==> src/hw/rtl/rieu_ram.sv <==
`default_nettype none

// Simple dual-port RAM: one write port, one read port with registered data.
// A read of the address being written returns the old contents.
module rieu_ram #(
	parameter int WIDTH = 32,
	parameter int DEPTH = 16
) (
	input  wire logic                     clk,
	input  wire logic                     we,
	input  wire logic [$clog2(DEPTH)-1:0] waddr,
	input  wire logic [WIDTH-1:0]         wdata,
	input  wire logic [$clog2(DEPTH)-1:0] raddr,
	output logic      [WIDTH-1:0]         rdata
);

	logic [WIDTH-1:0] mem [DEPTH];

	// Write port.
	always_ff @(posedge clk) begin
		if (we) begin
			mem[waddr] <= wdata;
		end
	end

	// Registered read port.
	always_ff @(posedge clk) begin
		rdata <= mem[raddr];
	end

endmodule

`default_nettype wire

==> config.mk <==
export PLATFORM = sky130hd
export DESIGN_NAME = rieu_ram
export DESIGN_NICKNAME = d
export VERILOG_FILES = /design/src/hw/rtl/rieu_ram.sv
export SDC_FILE = /design/constraint.sdc
export NUM_CORES = 1
export LEC_CHECK = 0
export ABC_AREA = 1
export BUFFER_PORTS_ARGS = -buffer_cell sky130_fd_sc_hd__buf_2
export CORE_UTILIZATION = 56
export DETAILED_ROUTE_END_ITERATION = 8
export PLACE_DENSITY = 0.76
export SLEW_MARGIN = 20
export SYNTH_ARGS = -nofsm -noshare
export SYNTH_HDL_FRONTEND = slang
export SYNTH_SLANG_ARGS = --single-unit
==> constraint.sdc <==
create_clock -name clk -period 2.3 [get_ports clk]
set_input_delay 0.345 -clock clk [delete_from_list [all_inputs] [get_ports clk]]
set_output_delay 0.345 -clock clk [all_outputs]
set_load 0.01 [all_outputs]
==> impl_results.rst <==
.. list-table::
   :header-rows: 1

   * - Metric
     - Value
   * - Largest vdd supply drop
     - 0.584 mV
   * - Endpoint required time on the critical path
     - 1.96 ns
   * - Worst-path clk slew
     - 0.06 ns
   * - Period Utilization, post-route
     - 0.652
   * - Run status
     - completed
   * - Type of the tightest min-delay check
     - in -> reg
   * - Critical-path top delay cell
     - sky130_fd_sc_hd__dfxtp_1
   * - IO Port Bufs
     - 73
   * - Switching power total
     - ~4600 uW
   * - Detailed-routing iteration count for the pre-antenna-repair pass
     - 8
   * - Nets in the synthesized netlist
     - 2162
   * - Largest clock skew in the final design
     - ~0.024 ns
   * - Clk Tree Root Cell
     - sky130_fd_sc_hd__clkbuf_16
   * - Vias/cell
     - between 5 and 6
   * - Initial Util
     - 0.569
   * - Hpwl dp
     - approximately 27000 microns
   * - Final-layout fill cell count
     - 2834
   * - Setup TNS
     - 0 ns
   * - Family of cells with the greatest summed delay on the critical path
     - flip-flops
   * - TritonCTS Sinks
     - 544
   * - Floorplan row count
     - 73
   * - Number of distinct standard cells referenced by the synthesized netlist
     - 15
   * - Relative area change from synthesis to final layout
     - 12.5%
   * - Vias after detailed routing
     - 14.8k
   * - Synth warnings
     - 0
   * - Cell area after layout
     - 25600 sq um
   * - Final setup violating endpoints
     - 0
   * - Proportion of total power due to net switching
     - 0.215
   * - Final number of hold-violating endpoints
     - 0
   * - Core Footprint
     - 39900 sq um
   * - CTS tree
     - built
   * - Via count of the first global-routing pass
     - 14.9k
   * - Combined area of all synthesized cells
     - 22700 sq um
   * - Share of power burned in combinational logic
     - 0.061
   * - Endpoint arrival time on the critical path
     - 1.15 ns
   * - DRC marker count from the first detailed-route iteration
     - about 1.3k
   * - Internal Pwr Total
     - 16700 uW
   * - Placer's final routability congestion estimate
     - 0.790
   * - Number of nets still failing antenna checks after routing
     - 0
   * - Type of origin of the critical path
     - flop
   * - Highest net fanout along the worst path
     - 1
   * - Multiplexer area fraction after synthesis
     - 0
   * - H-tree depth
     - 2
   * - Average wire length per cell after detail routing
     - between 15 and 20 microns
   * - Xor/xnor cell area share of the yosys netlist
     - 0
   * - Post-Syn Area per Cell
     - 10.7 sq um
   * - Vertical die dimension
     - 203 microns
   * - Max Root-Sink Buffers
     - 3
   * - Setup repair after global routing missed its margin
     - false
   * - Kind of critical path
     - reg -> out
   * - Maximum number of pins on one net before global-route repair
     - approximately 110
   * - Fraction of the yosys area taken by sequential cells
     - 0.705
   * - Number of buffers added by the clock tree synthesis step
     - 53
   * - Worst Tran Pin Value
     - 0.994 ns
   * - IO Pins
     - between 70 and 80
   * - Combinational family with the most area after synthesis
     - simple AND/OR/NAND/NOR gates
   * - Area enclosed by the die boundary
     - 41400 sq um
   * - Sequential share of power
     - 0.523
   * - Element type at the critical path end
     - primary output
   * - Clock Latency Late Sink
     - around 0.6 ns
   * - Slowest cell delay on critical path
     - 0.40 ns
   * - Simple logic cell fraction of the synthesized area
     - 0.200
   * - Antenna violations before repair
     - 0
   * - GRT Overall Usage
     - 0.253
   * - Max-capacitance violation count
     - 0
   * - Cells after Synth
     - between 2k and 2.5k
   * - Headroom to the max-slew limit
     - 0.337
   * - Final wirelength
     - 51100 microns
   * - Count of hold buffers inserted by post-cts repair
     - 0
   * - Share of the synthesized area in compound gates (AO/OA/AOI/OAI)
     - 0
   * - Layout cell share with drive strength beyond 1
     - 0.0961
   * - Flip-flop and latch count after synthesis
     - between 500 and 600
   * - Final number of max-transition violations
     - 0
   * - Pwr Total
     - about 21000 uW
   * - Cell-by-cell trace of the critical path
     - buf_2
   * - Clk network pwr share
     - 0.417
   * - Fmax achieved
     - 667 MHz
   * - Post-Synth Adder-Cell Area
     - 0
   * - Residual overflow from global routing
     - 0
   * - Power per unit of standard cell area
     - 835 nW/um^2
   * - Post-CTS setup buffers
     - 0
   * - Count of instances resized after the clock tree is built
     - 0
   * - DRC violations left
     - 0
   * - Total placed instance area
     - 23800 sq um
   * - Wire length of the first global-routing pass
     - between 70000 and 80000 microns
   * - Final critical path time including I/O delays and setup
     - between 1 and 1.5 ns
   * - Antenna fix cells
     - 0
   * - Die boundary width
     - 203 microns
   * - Bufs and invs on worst path
     - 1
   * - Reported leakage power
     - 0.0109 uW
   * - Number of nets in the layout
     - 2227
[power groups by stage]
stage	combinational, uW	clock (uW)	sequential, uW
finish	1290	8890	11200
global route	1430	9350	11200
CTS	1290	9000	11200
detailed placement	1280	0	11400
global placement	1250	0	11400
floorplan	756	0	11400
[Yosys cell counts (all sizes together)]
cell type	instances	area share
nor2	17	0.0028
dfxtp	32	0.028
buf	91	0.029
edfxtp	512	0.68
clkbuf	14	0.0023
nand3b	2	0.00066
nand2	677	0.11
inv	390	0.065
nand3	385	0.085
[layout make-up]
type,count,area (sq um),share of cell area
sequential,544,16000,0.626
timing repair buffer,115,967,0.0378
clock buffer,62,1380,0.0540
multi-input combinational,1081,4670,0.183
tap,525,657,0.0257
inverter,390,1470,0.0576
clock inverter,36,409,0.0160
[layout by cell type, fill, tap and decap left out, types with 3 or more instances in the layout]
cell type	n
sky130_fd_sc_hd__nor2_4	16
sky130_fd_sc_hd__buf_12	22
sky130_fd_sc_hd__inv_6	3
sky130_fd_sc_hd__clkbuf_16	53
sky130_fd_sc_hd__inv_1	386
sky130_fd_sc_hd__nand2_1	677
sky130_fd_sc_hd__clkinvlp_4	4
sky130_fd_sc_hd__clkbuf_8	3
sky130_fd_sc_hd__nand3_1	385
sky130_fd_sc_hd__clkbuf_1	7
sky130_fd_sc_hd__buf_4	21
sky130_fd_sc_hd__clkinv_1	12
sky130_fd_sc_hd__buf_2	71
sky130_fd_sc_hd__clkinv_2	10
sky130_fd_sc_hd__edfxtp_1	512
sky130_fd_sc_hd__bufinv_16	9
sky130_fd_sc_hd__dfxtp_1	32
[sequential cells by signal, summed over array words and instances (netlist names)]
signal	flops
rdata	32
mem	512
[final timing paths]
kind / startpoint / endpoint / slack, ns / cells past startpoint
setup / recovery: rdata[19] / rdata[19] / 0.80 / 1
hold / removal: wdata[12] / mem[10][12] / 0.12 / 1
setup reg to reg: mem[1][9] / rdata[9] / 1.23 / 6
hold reg to reg: mem[10][6] / rdata[6] / 0.66 / 6
[metal layers]
layer | global-route usage | vias to the layer above | wire [microns]
met1 | 0.313 | 7091 | 19900
met3 | 0.0382 | 148 | 3660
li1 | - | 6970 | -
met2 | 0.438 | 616 | 25500
met4 | 0.118 | 0 | 2010
met5 | 0 | - | 0
[cell families after synthesis]
| logic type | count (synthesis) |
|---|---|
| flip-flops | 544 |
| AND/OR/NAND/NOR | 1081 |
| buffers and inverters | 495 |
[through the flow]
| stage | instances | worst slack, ns | hold WS [ns] | utilization |
|---|---|---|---|---|
| 4_1_cts | 2753 | 0.774 | 0.0957 | 0.641 |
| 5_1_grt | 2753 | 0.786 | 0.111 | 0.641 |
| 6_report | 2753 | 0.801 | 0.123 | 0.641 |
| 3_5_place_dp | 2655 | 0.432 | 0.647 | 0.596 |
| 3_3_place_gp | 2655 | 0.441 | 0.634 | 0.596 |
| 2_1_floorplan | 2120 | -0.0377 | 0.444 | - |
No activity file was read; power rests on OpenSTA's default activity.
