==> src/hw/rtl/rieu_pkg.sv <==
`default_nettype none

package rieu_pkg;

	// Architectural sizes.
	localparam int REG_COUNT   = 16;
	localparam int REG_AW      = $clog2(REG_COUNT);
	localparam int REG_FIELD_W = 4;
	localparam int MEM_WORDS   = 4096;
	localparam int MEM_AW      = $clog2(MEM_WORDS);

	// Program counter and pointer constants.
	localparam logic [31:0] RESET_PC    = 32'd4000;
	localparam logic [31:0] INSTR_BYTES = 32'd4;
	localparam logic [31:0] PTR_STEP    = 32'd4;

	// Output queue depth, a power of two.
	localparam int OUT_DEPTH = 4;
	localparam int OUT_AW    = $clog2(OUT_DEPTH);

	// Operation codes of the action field.
	typedef enum logic [4:0] {
		ACT_ADD   = 5'd0,
		ACT_SUB   = 5'd1,
		ACT_MUL   = 5'd2,
		ACT_AND   = 5'd3,
		ACT_OR    = 5'd4,
		ACT_XOR   = 5'd5,
		ACT_MOVC  = 5'd6,
		ACT_ADDL  = 5'd7,
		ACT_SUBL  = 5'd8,
		ACT_LOAD  = 5'd9,
		ACT_STORE = 5'd10,
		ACT_LDI   = 5'd11,
		ACT_STI   = 5'd12,
		ACT_CMP   = 5'd13,
		ACT_BZ    = 5'd14,
		ACT_BNZ   = 5'd15,
		ACT_BP    = 5'd16,
		ACT_BNP   = 5'd17,
		ACT_JUMP  = 5'd18,
		ACT_NOP   = 5'd19
	} action_t;

	// One decoded instruction.
	typedef struct packed {
		logic [4:0]             action;
		logic                   halt_bit;
		logic [REG_FIELD_W-1:0] dest_reg;
		logic [REG_FIELD_W-1:0] src1_reg;
		logic [REG_FIELD_W-1:0] src2_reg;
		logic signed [31:0]     immediate;
	} in_item_t;

	// One execution result.
	typedef struct packed {
		logic [31:0]        next_pc;
		logic               dest_written;
		logic signed [31:0] dest_value;
		logic               pointer_written;
		logic signed [31:0] pointer_value;
		logic               zero_out;
		logic               positive_out;
		logic               memory_written;
		logic               address_fault;
		logic               halted;
	} out_item_t;

	// Register file write bundle: destination write and pointer write.
	typedef struct packed {
		logic              dw;
		logic [REG_AW-1:0] rd;
		logic [31:0]       dv;
		logic              pw;
		logic [REG_AW-1:0] ptr;
		logic [31:0]       pv;
	} rf_wr_t;

	// Register index fields wrap modulo the register count.
	function automatic logic [REG_AW-1:0] reg_index(input logic [REG_FIELD_W-1:0] r);
		return REG_AW'(r % REG_COUNT);
	endfunction

endpackage

`default_nettype wire

==> src/hw/rtl/rieu_channel_if.sv <==
`default_nettype none


// Result channel.
interface rieu_out_if;
	logic                valid;
	logic                ready;
	rieu_pkg::out_item_t item;

	modport source (output valid, output item, input ready);
	modport sink (input valid, input item, output ready);
endinterface

`default_nettype wire

==> src/hw/rtl/rieu_out_fifo.sv <==
`default_nettype none

// Result queue between the execute pipeline and the result channel.
// The pipeline never stalls; the caller admits an item only when the queue
// has room for everything still in flight.
module rieu_out_fifo (
	input  wire logic                        clk,
	input  wire logic                        arst_n,
	input  wire logic                        push,
	input  wire rieu_pkg::out_item_t         push_item,
	output logic      [rieu_pkg::OUT_AW:0]   count,
	rieu_out_if.source                       result
);

	rieu_pkg::out_item_t           entry_q [rieu_pkg::OUT_DEPTH];
	logic [rieu_pkg::OUT_AW-1:0]   wr_ptr_q, rd_ptr_q;
	logic [rieu_pkg::OUT_AW:0]     count_q;
	logic                          pop;

	assign pop          = result.valid && result.ready;
	assign result.valid = (count_q != '0);
	assign result.item  = entry_q[rd_ptr_q];
	assign count        = count_q;

	// Entry storage.
	always_ff @(posedge clk) begin
		if (push) begin
			entry_q[wr_ptr_q] <= push_item;
		end
	end

	// Pointers and fill count.
	always_ff @(posedge clk or negedge arst_n) begin
		if (!arst_n) begin
			wr_ptr_q <= '0;
			rd_ptr_q <= '0;
			count_q  <= '0;
		end else begin
			if (push) begin
				wr_ptr_q <= wr_ptr_q + 1'b1;
			end
			if (pop) begin
				rd_ptr_q <= rd_ptr_q + 1'b1;
			end
			if (push && !pop) begin
				count_q <= count_q + 1'b1;
			end else if (pop && !push) begin
				count_q <= count_q - 1'b1;
			end
		end
	end

endmodule

`default_nettype wire

==> src/flat_wrapper.sv <==
// flat-port wrapper written by rule: the top's interface ports become plain ports
module rieu_out_fifo_flat 
  (clk, arst_n, push, push_item, count, result_valid, result_item, result_ready);
  rieu_out_if result_i ();
  input  wire logic clk;
  input  wire logic arst_n;
  input  wire logic push;
  input  wire rieu_pkg::out_item_t push_item;
  output logic      [rieu_pkg::OUT_AW:0] count;
  output wire logic [$bits(result_i.valid)-1:0] result_valid;
  output wire logic [$bits(result_i.item)-1:0] result_item;
  input wire logic [$bits(result_i.ready)-1:0] result_ready;
  assign result_valid = result_i.valid;
  assign result_item = result_i.item;
  assign result_i.ready = result_ready;
  rieu_out_fifo u_core (.clk(clk), .arst_n(arst_n), .push(push), .push_item(push_item), .count(count), .result(result_i));
endmodule
==> config.mk <==
export PLATFORM = sky130hd
export DESIGN_NAME = rieu_out_fifo_flat
export DESIGN_NICKNAME = d
export VERILOG_FILES = /design/src/hw/rtl/rieu_pkg.sv /design/src/hw/rtl/rieu_channel_if.sv /design/src/hw/rtl/rieu_out_fifo.sv /design/src/flat_wrapper.sv
export SDC_FILE = /design/constraint.sdc
export NUM_CORES = 1
export LEC_CHECK = 0
export BUFFER_PORTS_ARGS = -buffer_cell sky130_fd_sc_hd__buf_2
export CAP_MARGIN = 25
export CORE_MARGIN = 1.5
export CORE_UTILIZATION = 60
export CTS_CLUSTER_SIZE = 24
export DETAILED_ROUTE_END_ITERATION = 16
export GPL_ROUTABILITY_DRIVEN = 0
export PLACE_DENSITY = 0.84
export SETUP_SLACK_MARGIN = 0.02
export SYNTH_ARGS = -nofsm -noshare
export SYNTH_HDL_FRONTEND = slang
export SYNTH_SLANG_ARGS = --single-unit
==> constraint.sdc <==
create_clock -name clk -period 7.2 [get_ports clk]
set_input_delay 0.72 -clock clk [delete_from_list [all_inputs] [get_ports clk]]
set_output_delay 0.72 -clock clk [all_outputs]
set_load 0.05 [all_outputs]
==> flow_summary_export.csv <==
group,metric,value,unit
routing,wl_per_cell,24.74,um
synth,synth_area_leader_cell,"edfxtp_1",
power,p_comb_frac,0.373,
job,cap_violations,0,
synth,ys_seq_elements,419,
routing,drt-vias-per-instance,5.875,
sta,hold_viol,0,
sta,drv_slew,0,
power,p_sw,3.326,mW
synth,synthesis.nets,685,
power,intPower,5.293,mW
finish,fill_cells,1443,
power,peakVddDrop,0.0004725,V
synth,synthTopCellsByCount,"edfxtp_1 (412), mux4_2 (103), buf_2 (13), dfrtp_1 (7)",
clock_tree,post_cts_buffers,0,
finish,drive_gt1_frac,0.4604,
sta,fin_skew,11.80,ps
synth,yosysMostFrequentCell,"edfxtp_1",
synth,yosysSeqAreaShare,0.8223,
sta,fin_setup_tns,0,ps
sta,slew_headroom,0.3295,
synth,yosysTopAreaCellShare,0.8108,
power,swShare,0.3859,
clock_tree,hold_buffers,0,
synth,ys_types,20,
clock_tree,tritoncts,"done",
worst_setup_path,end_kind,"primary output",
finish,regArea,0.01255,mm2
power,seq_power_share,0.396,
routing,routed_wl,29140,um
global_route,grt_pass1_vias,7328,
synth,synth_ff_type,"edfxtp_1",
power,clockPowerShare,0.232,
sta,min_period,3660,ps
sta,max_freq,273.2,MHz
global_route,grt_usage,0.2264,
synth,synth.area.top_cells,"edfxtp_1 (81%), mux4_2 (15%), dfrtp_1 (1.1%)",
sta,rsz0062_at_grt,"false",
clock_tree,clkLatencyLatePin,520,ps
finish,area_growth,17.52,%
die,die_y,162.5,um
global_route,gr-total-overflow,0,
power,p_leak,6.145,nW
finish,multiInputGateArea,0.002529,mm2
finish,nNetsFinal,925,
synth,synthCells,572,
die,die_area,0.02640,mm2
routing,drc,0,
global_route,grt_pass1_wl,43790,um
routing,ant_nets,0,
clock_tree,cts.repair.resized,0,
sta,fin_ws,3540,ps
synth,yosysWarnings,0,
die,placementRows,58,
sta,setup_viol,0,
min_path,hold_class,"in2async",
global_route,antenna_found_initial,3,
routing,vias,6921,
die,core-area,0.02504,mm2
placed_design,place_ws,3762,ps
clock_tree,clk_path_buf_depth,3,
power,power_density,480.6,mW/mm2
run_status,status,"completed",
routing,drtIter0Drc,669,
worst_setup_path,cp.required,6480,ps
synth,avgSynthCellArea,26.68,um2
worst_setup_path,worstPathArrival,2940,ps
synth,synth_edf_count,412,
die,ioPinCount,214,
synth,synth_area,0.01526,mm2
die,die_w,162.5,um
worst_setup_path,critPathMaxFanout,67,
placed_design,port_buffers,213,
worst_setup_path,critPathLaunchType,"flop",
die,start_util,0.6094,
worst_setup_path,worst-setup-path-type,"reg2out",
clock_tree,cts.sinks,419,
clock_tree,clk_pin_slew,60,ps
global_route,grt_max_degree,68,
sta,period_share,0.5083,
synth,async_flop_share,0.01671,
sta,worst_pin_slew,1006,ps
clock_tree,cts-buffers-inserted,41,
clock_tree,h-tree-depth,2,
routing,dr.pass1.iters,5,
placed_design,dpl.hpwl,17130,um
clock_tree,cts.root.buffer_cell,"clkbuf_16",
[metal layers]
layer / routed length (um) / global-route usage / vias to the layer above / part of all wire
met1: 11280 / 0.3090 / 3610 / 0.39
li1: - / - / 2958 / -
met3: 2428 / 0.05857 / 44 / 0.083
met4: 464 / 0.05379 / 0 / 0.016
met5: 0 / 0 / - / 0
met2: 14970 / 0.3737 / 309 / 0.51
[critical path: stages (launching register included)]
cell     delay (ps)
dfrtp_4         800
buf_4           810
mux4_2          450
buf_2           240
[power by group through the flow]
stage	Clock, mW	Combinational, mW	Sequential (mW)
finish	2.00	3.21	3.41
detailed placement	0	3.22	3.46
floorplan	0	2.63	3.38
global placement	0	3.18	3.41
CTS	2.02	3.24	3.42
global route	2.12	3.37	3.45
[kinds of logic after synthesis]
logic type / share of synthesized area
adder cells (fa/ha/maj): 0.005412
AO/OA/AOI/OAI: 0.0003277
flip-flops: 0.8223
AND/OR/NAND/NOR: 0.003116
XOR/XNOR: 0.003445
buffers and inverters: 0.01263
multiplexers: 0.1528
[final timing paths]
kind | start | to | slack, ps | cells past startpoint
max reg2reg | u_core.wr_ptr_q[0] | u_core.entry_q[0][68] | 4680 | 4
max | u_core.rd_ptr_q[1] | result_item[68] | 3540 | 3
min in group clk | push_item[10] | u_core.entry_q[2][10] | 400 | 1
min reg2reg | u_core.count[2] | u_core.count[2] | 510 | 1
min | arst_n | u_core.rd_ptr_q[1] | 30 | 1
max in group asynchronous | arst_n | u_core.rd_ptr_q[0] | 6970 | 1
[layout make-up]
class	count	share of cell area
Inverter	3	0.0006280
Multi-Input combinational cell	126	0.1410
Timing Repair Buffer	221	0.06391
Clock inverter	25	0.008094
Antenna cell	3	0.0004186
Tap cell	330	0.02303
Clock buffer	51	0.06280
Sequential cell	419	0.7001
[sequential cells by signal, indices dropped and copies added, names as in the netlist]
name	cells
u_core.wr_ptr_q	2
u_core.count	3
u_core.rd_ptr_q	2
u_core.entry_q	412
[layout by cell type, fill, tap and decap left out, types with 2 or more instances in the layout]
cell type,count
xnor2_1,3
clkbuf_16,43
nand2_1,2
and2_4,4
clkinv_2,9
edfxtp_1,412
clkbuf_8,2
clkinv_1,12
buf_2,213
ha_1,5
xor2_1,3
dfrtp_4,2
clkbuf_1,6
dfrtp_1,5
diode_2,3
mux4_2,103
buf_4,7
inv_1,3
[per-stage QoR]
stage	total power [mW]	cell area [um2]	util	hold WS, ps	instances
2_1_floorplan	6.011	15260	-	424.4	572
3_3_place_gp	6.587	16630	0.6641	475.7	1098
6_report	8.619	17930	0.7162	33.36	1178
4_1_cts	8.683	17900	0.7148	19.97	1174
5_1_grt	8.935	17920	0.7159	20.32	1175
3_5_place_dp	6.675	16630	0.6641	486.8	1098
(Power assumes the default switching activity.)
